==> src/sv/echo_ranging_median_filter_macros.svh <==
// Assertion macros for the echo ranging median filter.
// ERM_ASSERT checks outside reset; ERM_ASSERT_RST checks on every edge.
`ifndef ECHO_RANGING_MEDIAN_FILTER_MACROS_SVH
`define ECHO_RANGING_MEDIAN_FILTER_MACROS_SVH

`ifndef SYNTH

`define ERM_ASSERT(label, prop) \
  label: assert property (@(posedge clk) disable iff (rst) prop) \
    else $error("echo ranging median filter assertion failed");

`define ERM_ASSERT_RST(label, prop) \
  label: assert property (@(posedge clk) prop) \
    else $error("echo ranging median filter reset assertion failed");

`else

`define ERM_ASSERT(label, prop)

`define ERM_ASSERT_RST(label, prop)

`endif

`endif

==> src/sv/erm_pkg.sv <==
package erm_pkg;

  // Field widths
  localparam int CM_W    = 11;
  localparam int STAMP_W = 16;
  localparam int CH_W    = 2;

  // Channel count and filter window
  localparam int SENSORS = 3;
  localparam int WINDOW  = 3;
  localparam int SLOT_W  = (WINDOW > 1) ? $clog2(WINDOW) : 1;
  localparam int RANK_W  = (WINDOW > 1) ? $clog2(WINDOW) : 1;
  localparam int MID     = WINDOW / 2;

  // Constants
  localparam logic [SENSORS-1:0] FULL_MASK = 3'h7;
  localparam logic [CM_W-1:0]    START_CM  = 11'd400;
  localparam int CM_DIVISOR  = 58;
  localparam int RECIP_SHIFT = 22;
  localparam int CM_RECIP    = ((1 << RECIP_SHIFT) + CM_DIVISOR - 1) / CM_DIVISOR;
  localparam int RECIP_W     = 17;
  localparam int PROD_W      = STAMP_W + RECIP_W;

  // Command codes
  localparam logic CMD_ARM     = 1'b0;
  localparam logic CMD_CAPTURE = 1'b1;

  // Per-channel capture phase
  typedef enum logic [1:0] {
    PH_IDLE = 2'd0,
    PH_RISE = 2'd1,
    PH_FALL = 2'd2
  } phase_t;

  typedef logic [WINDOW-1:0][CM_W-1:0] window_t;

  typedef struct packed {
    logic               cmd;
    logic [CH_W-1:0]    channel;
    logic [STAMP_W-1:0] edge_stamp;
  } erm_in_t;

  typedef struct packed {
    logic [CM_W-1:0] left_filtered;
    logic [CM_W-1:0] right_filtered;
    logic [CM_W-1:0] center_filtered;
    logic [CM_W-1:0] left_raw;
    logic [CM_W-1:0] right_raw;
    logic [CM_W-1:0] center_raw;
  } erm_out_t;

endpackage

==> src/sv/echo_ranging_median_filter.sv <==
// Channel | Handshake              | Payload
// input   | req_valid / req_stall  | req : erm_in_t  (cmd, channel, edge_stamp)
// result  | rsp_valid / rsp_stall  | rsp : erm_out_t (three medians, three raw)
//
// One item per cycle unless req_stall holds the input register; a result is
// registered as its frame-closing item leaves the input register. An item
// that closes a frame waits there only while the result register is full and
// stalled; all other items pass regardless. Reset clears phases, stamps,
// slots and mask, and loads 400 into the raw distances and every window entry.
module echo_ranging_median_filter (
  input  logic              clk,
  input  logic              rst,
  input  logic              req_valid,
  output logic              req_stall,
  input  erm_pkg::erm_in_t  req,
  output logic              rsp_valid,
  input  logic              rsp_stall,
  output erm_pkg::erm_out_t rsp
);
  import erm_pkg::*;
  `include "echo_ranging_median_filter_macros.svh"

  // Input register
  logic    s1_valid;
  erm_in_t s1;

  // Channel state
  phase_t             phase      [SENSORS];
  logic [STAMP_W-1:0] rise_stamp [SENSORS];
  logic [CM_W-1:0]    raw        [SENSORS];
  logic [SLOT_W-1:0]  slot       [SENSORS];
  logic [CM_W-1:0]    win        [SENSORS][WINDOW];
  logic [SENSORS-1:0] done_mask;

  // Per-item logic
  logic               ch_ok;
  phase_t             ch_phase;
  logic [STAMP_W-1:0] pulse_width;
  logic [CM_W-1:0]    cm_dist;
  logic               completes;
  logic [SENSORS-1:0] done_mask_next;
  logic               emits;
  logic               s1_go;
  logic               fire;
  logic [CM_W-1:0]    raw_next [SENSORS];
  window_t            win_next [SENSORS];
  logic [CM_W-1:0]    med      [SENSORS];
  logic [SLOT_W-1:0]  slot_next;

  assign ch_ok       = (s1.channel < CH_W'(SENSORS));
  assign ch_phase    = ch_ok ? phase[s1.channel] : PH_IDLE;
  assign pulse_width = s1.edge_stamp - (ch_ok ? rise_stamp[s1.channel] : '0);

  erm_cm_div u_div (
    .pulse_width (pulse_width),
    .cm          (cm_dist)
  );

  assign completes      = s1_valid && ch_ok && (s1.cmd == CMD_CAPTURE) &&
                          (ch_phase == PH_FALL);
  assign done_mask_next = done_mask | (SENSORS'(1) << s1.channel);
  assign emits          = completes && (done_mask_next == FULL_MASK);

  // Hold a frame-closing item only while the result register cannot take it
  assign s1_go     = !emits || !rsp_valid || !rsp_stall;
  assign fire      = s1_valid && s1_go;
  assign req_stall = s1_valid && !s1_go;

  // Build the pushed windows with the new distance in place
  always_comb begin
    for (int s = 0; s < SENSORS; s++) begin
      raw_next[s] = (s1.channel == CH_W'(s)) ? cm_dist : raw[s];
      for (int k = 0; k < WINDOW; k++) begin
        win_next[s][k] = (slot[s] == SLOT_W'(k)) ? raw_next[s] : win[s][k];
      end
    end
  end

  genvar g;
  generate
    for (g = 0; g < SENSORS; g++) begin : g_med
      erm_median u_med (
        .win (win_next[g]),
        .med (med[g])
      );
    end
  endgenerate

  assign slot_next = (slot[0] == SLOT_W'(WINDOW - 1)) ? '0 : slot[0] + SLOT_W'(1);

  // Load the input register
  always_ff @(posedge clk) begin
    if (rst) begin
      s1_valid <= 1'b0;
    end else if (!req_stall) begin
      s1_valid <= req_valid;
    end
  end

  always_ff @(posedge clk) begin
    if (!req_stall) begin
      s1 <= req;
    end
  end

  // Advance channel state and windows
  always_ff @(posedge clk) begin
    if (rst) begin
      done_mask <= '0;
      for (int s = 0; s < SENSORS; s++) begin
        phase[s]      <= PH_IDLE;
        rise_stamp[s] <= '0;
        raw[s]        <= START_CM;
        slot[s]       <= '0;
        for (int k = 0; k < WINDOW; k++) begin
          win[s][k] <= START_CM;
        end
      end
    end else if (fire && ch_ok) begin
      if (s1.cmd == CMD_ARM) begin
        phase[s1.channel] <= PH_RISE;
      end else begin
        case (ch_phase)
          PH_RISE: begin
            rise_stamp[s1.channel] <= s1.edge_stamp;
            phase[s1.channel]      <= PH_FALL;
          end
          PH_FALL: begin
            raw[s1.channel]   <= cm_dist;
            phase[s1.channel] <= PH_IDLE;
            if (emits) begin
              done_mask <= '0;
              for (int s = 0; s < SENSORS; s++) begin
                win[s][slot[s]] <= raw_next[s];
                slot[s]         <= slot_next;
              end
            end else begin
              done_mask <= done_mask_next;
            end
          end
          default: begin
          end
        endcase
      end
    end
  end

  // Result register: drop on transfer, load on a closed frame
  always_ff @(posedge clk) begin
    if (rst) begin
      rsp_valid <= 1'b0;
    end else if (fire && emits) begin
      rsp_valid <= 1'b1;
    end else if (!rsp_stall) begin
      rsp_valid <= 1'b0;
    end
  end

  always_ff @(posedge clk) begin
    if (fire && emits) begin
      rsp.left_filtered   <= med[0];
      rsp.right_filtered  <= med[1];
      rsp.center_filtered <= med[2];
      rsp.left_raw        <= raw_next[0];
      rsp.right_raw       <= raw_next[1];
      rsp.center_raw      <= raw_next[2];
    end
  end

  `ERM_ASSERT(a_mask_never_full, done_mask != FULL_MASK)
  `ERM_ASSERT(a_slots_in_step, (slot[0] == slot[1]) && (slot[1] == slot[2]))
  `ERM_ASSERT(a_load_needs_room, (fire && emits) |-> (!rsp_valid || !rsp_stall))
  `ERM_ASSERT(a_bad_channel_no_change, (s1_valid && !ch_ok) |=> $stable(done_mask))
  `ERM_ASSERT_RST(a_reset_clears, rst |=> (!rsp_valid && (done_mask == '0)))

endmodule

==> src/sv/erm_cm_div.sv <==
module erm_cm_div (
  input  logic [erm_pkg::STAMP_W-1:0] pulse_width,
  output logic [erm_pkg::CM_W-1:0]    cm
);
  import erm_pkg::*;

  logic [PROD_W-1:0] prod;

  // Divide by 58 through a rounded-up reciprocal; exact for every 16-bit width
  assign prod = PROD_W'(pulse_width) * PROD_W'(CM_RECIP);
  assign cm   = prod[RECIP_SHIFT +: CM_W];

endmodule

==> src/sv/erm_median.sv <==
module erm_median (
  input  erm_pkg::window_t          win,
  output logic [erm_pkg::CM_W-1:0]  med
);
  import erm_pkg::*;

  logic [RANK_W-1:0] rank [WINDOW];

  // Rank each entry; ties broken by position so ranks are unique
  always_comb begin
    for (int i = 0; i < WINDOW; i++) begin
      rank[i] = '0;
      for (int j = 0; j < WINDOW; j++) begin
        if ((win[j] < win[i]) || ((win[j] == win[i]) && (j < i))) begin
          rank[i] = rank[i] + RANK_W'(1);
        end
      end
    end
  end

  // Pick the entry that sits in the middle of the sorted order
  always_comb begin
    med = '0;
    for (int i = 0; i < WINDOW; i++) begin
      if (rank[i] == RANK_W'(MID)) begin
        med = win[i];
      end
    end
  end

endmodule

==> config.mk <==
export PLATFORM = sky130hd
export DESIGN_NAME = echo_ranging_median_filter
export DESIGN_NICKNAME = d
export VERILOG_FILES = /design/src/sv/erm_pkg.sv /design/src/sv/echo_ranging_median_filter.sv /design/src/sv/erm_cm_div.sv /design/src/sv/erm_median.sv
export VERILOG_INCLUDE_DIRS = /design/src /design/src/sv
export SDC_FILE = /design/constraint.sdc
export NUM_CORES = 1
export LEC_CHECK = 0
export BUFFER_PORTS_ARGS = -buffer_cell sky130_fd_sc_hd__buf_2
export CAP_MARGIN = 20
export CORE_ASPECT_RATIO = 1.1
export CORE_UTILIZATION = 52
export CTS_CLUSTER_DIAMETER = 80
export CTS_CLUSTER_SIZE = 28
export DETAILED_ROUTE_END_ITERATION = 12
export PLACE_DENSITY = 0.78
export SLEW_MARGIN = 20
export SYNTH_ARGS = -nofsm -noshare
export SYNTH_HDL_FRONTEND = slang
export SYNTH_HIERARCHICAL = 1
export SYNTH_SLANG_ARGS = --single-unit
==> constraint.sdc <==
create_clock -name clk -period 18.5 [get_ports clk]
set_clock_uncertainty 0.05 [all_clocks]
set_input_delay 0.925 -clock clk [delete_from_list [all_inputs] [get_ports clk]]
set_output_delay 0.925 -clock clk [all_outputs]
set_load 0.01 [all_outputs]
==> results.ini <==
[floorplanning]
die_x_um = 192.3
dieArea_um2 = 40620
coreArea_um2 = 39180
ioPinCount = 91
num_rows = 76
die_h_um = 211.3
floorplan.initialDensity = 0.5286

[setup_path]
critPathKind = register to register
critPathMaxStageDelay_ps = 980
cp_data_arrival_time_ps = 12510
end_kind = register
cp_common_cell = fa_1
cp-start-kind = register
slowest_stage = dfxtp_1
cp.required_ps = 18680
cp_max_fo = 19

[detailed_routing]
num_vias = 14117
drc_errors = 0
wl_per_cell_um = 18.22
dr.first_iter.drc_count = 923
ant_nets = 0
drt_pass1_iterations = 10
avgViaCountPerCell = 5.660
drt-total-wl_um = 45440

[synth]
synth_area_per_cell_um2 = 10.92
yosysSeqAreaShare = 0.4288
ys_types = 73
synth_edf_count = 291
ys_async_sr_fraction = 0
syn_inst = 1896
yosysWarnings = 6
synth_flop_cell = edfxtp_1
synth_area_um2 = 20710
ys_ff_latch = 298

[grt]
grt-ovfl-total = 0
antenna_found_initial = 0
grt_pass1_vias = 14364
grt_pass1_wl_um = 73280
grt_usage = 0.2295
grt_max_degree = 69

[cts]
post-cts-setup-buffers = 0
ctsRootBufferMaster = clkbuf_16
cts_inserted_buffers = 18
cts_tree = built
cts_num_sinks = 298
cts_resized = 0
cts.reportedPaths.clkPinSlew_ps = 100
clk_latency_ps = 540
holdBufCountCts = 0
htree_levels = 1
cts_buffer_depth = 3

[outcome]
status = complete, no violations

[cells_and_area]
final_cell_mix = inv_1, edfxtp_1, ha_1
mostFrequentLayoutCell = inv_1
final_core_util = 0.5695
n_fill_cell = 3261
area_growth_pct = 7.752
final_layout_size_suffix_gt1_frac = 0.1012
diodes = 0
finalNetCount = 2322

[sta]
setup_viol = 0
max-slew-margin-rel = 0.2603
finalHoldViolations = 0
drv_slew = 0
fmax_mhz = 81.10
tightest_slew_ps = 1106
final.setup.tns_ps = 0
period_minus_slack_ps = 12330
hold_slack_ps = 440.3
rsz0062_at_grt = false
post-route-period-util = 0.6665

[placed_design]
hpwl_um = 34240
gp_congestion = 0.9134
port_buffers = 90

[job]
maxCapViolCount = 0

[min_path]
min_path_type = register to register

## worst paths after layout
kind         cells past startpoint  slack, ps                         to                 startpoint
max reg2reg                     36       6170          rsp[56]$_DFFE_PP_                   register
max                             36       6170          rsp[56]$_DFFE_PP_                   register
min                              2        440  done_mask[1]$_SDFFE_PP0N_  done_mask[1]$_SDFFE_PP0N_
min reg2reg                      2        440  done_mask[1]$_SDFFE_PP0N_  done_mask[1]$_SDFFE_PP0N_
## cells in the mapped netlist, drive strengths merged, types with 29 or more instances
library cell | n | area, um^2
inv | 292 | 1096
edfxtp | 291 | 8738
ha | 237 | 2965
nor2 | 229 | 880.8
a21oi | 165 | 825.8
nand2 | 86 | 335.3
fa | 84 | 1682
and2 | 50 | 312.8
o21ai | 40 | 211.5
mux2i | 39 | 390.4
a222oi | 33 | 330.3
clkbuf | 31 | 116.4
buf | 29 | 214.0
## per-layer routing
metal / track usage / vias to the layer above / wire [um] / share of wire
met3: 0.02271 / 80 / 1875 / 0.041
met1: 0.2812 / 6869 / 18470 / 0.41
li1: - / 6780 / - / -
met4: 0.07168 / 0 / 1349 / 0.030
met2: 0.4211 / 388 / 23740 / 0.52
met5: 0 / - / 0 / 0
## per-stage QoR
step                      cell area [um^2]  std cells  setup WS [ps]
after floorplan                      20770       1913           8544
after global placement               21640       2464           6631
after detailed placement             21650       2464           6294
after CTS                            22300       2493           6301
after global routing                 22310       2494           5336
final                                22310       2494           6170
## cells by family after synthesis
logic type | Yosys count | synth area share
fa+ha+maj | 321 | 0.2244
simple gates | 507 | 0.1218
flops | 298 | 0.4288
mux | 59 | 0.03897
other cells | 1 | 0.0001811
buf+inv | 352 | 0.06888
compound gates | 324 | 0.1026
xor+xnor | 34 | 0.01438
## final cells by class
type	count	area, um^2	share of cell area
Clock inverter	10	177.7	0.007963
Multi-Input combinational cell	1263	10490	0.4700
Clock buffer	19	475.5	0.02131
Sequential cell	298	8879	0.3979
Timing Repair Buffer	105	563.0	0.02523
Inverter	292	1096	0.04912
Tap cell	507	634.4	0.02843
## worst max-delay path, delay by kind of cell, from the launching register on
kind / cells / cell delay (ps)
compound gates: 13 / 3400
xor+xnor: 2 / 1500
fa+ha+maj: 10 / 4170
buf+inv: 5 / 360
flops: 1 / 980
mux: 2 / 870
simple gates: 4 / 680
## state kept, by name, indices dropped and copies added (netlist names), named ones only
signal,cells
phase,8
rise_stamp,64
s1_valid,1
slot,2
rsp_valid,1
win,99
done_mask,3
raw,33
s1,19
rsp,66
Power is left out: the tool's default activity adds up to more than one toggle a clock period on the data nets, which glitch-free logic cannot reach.
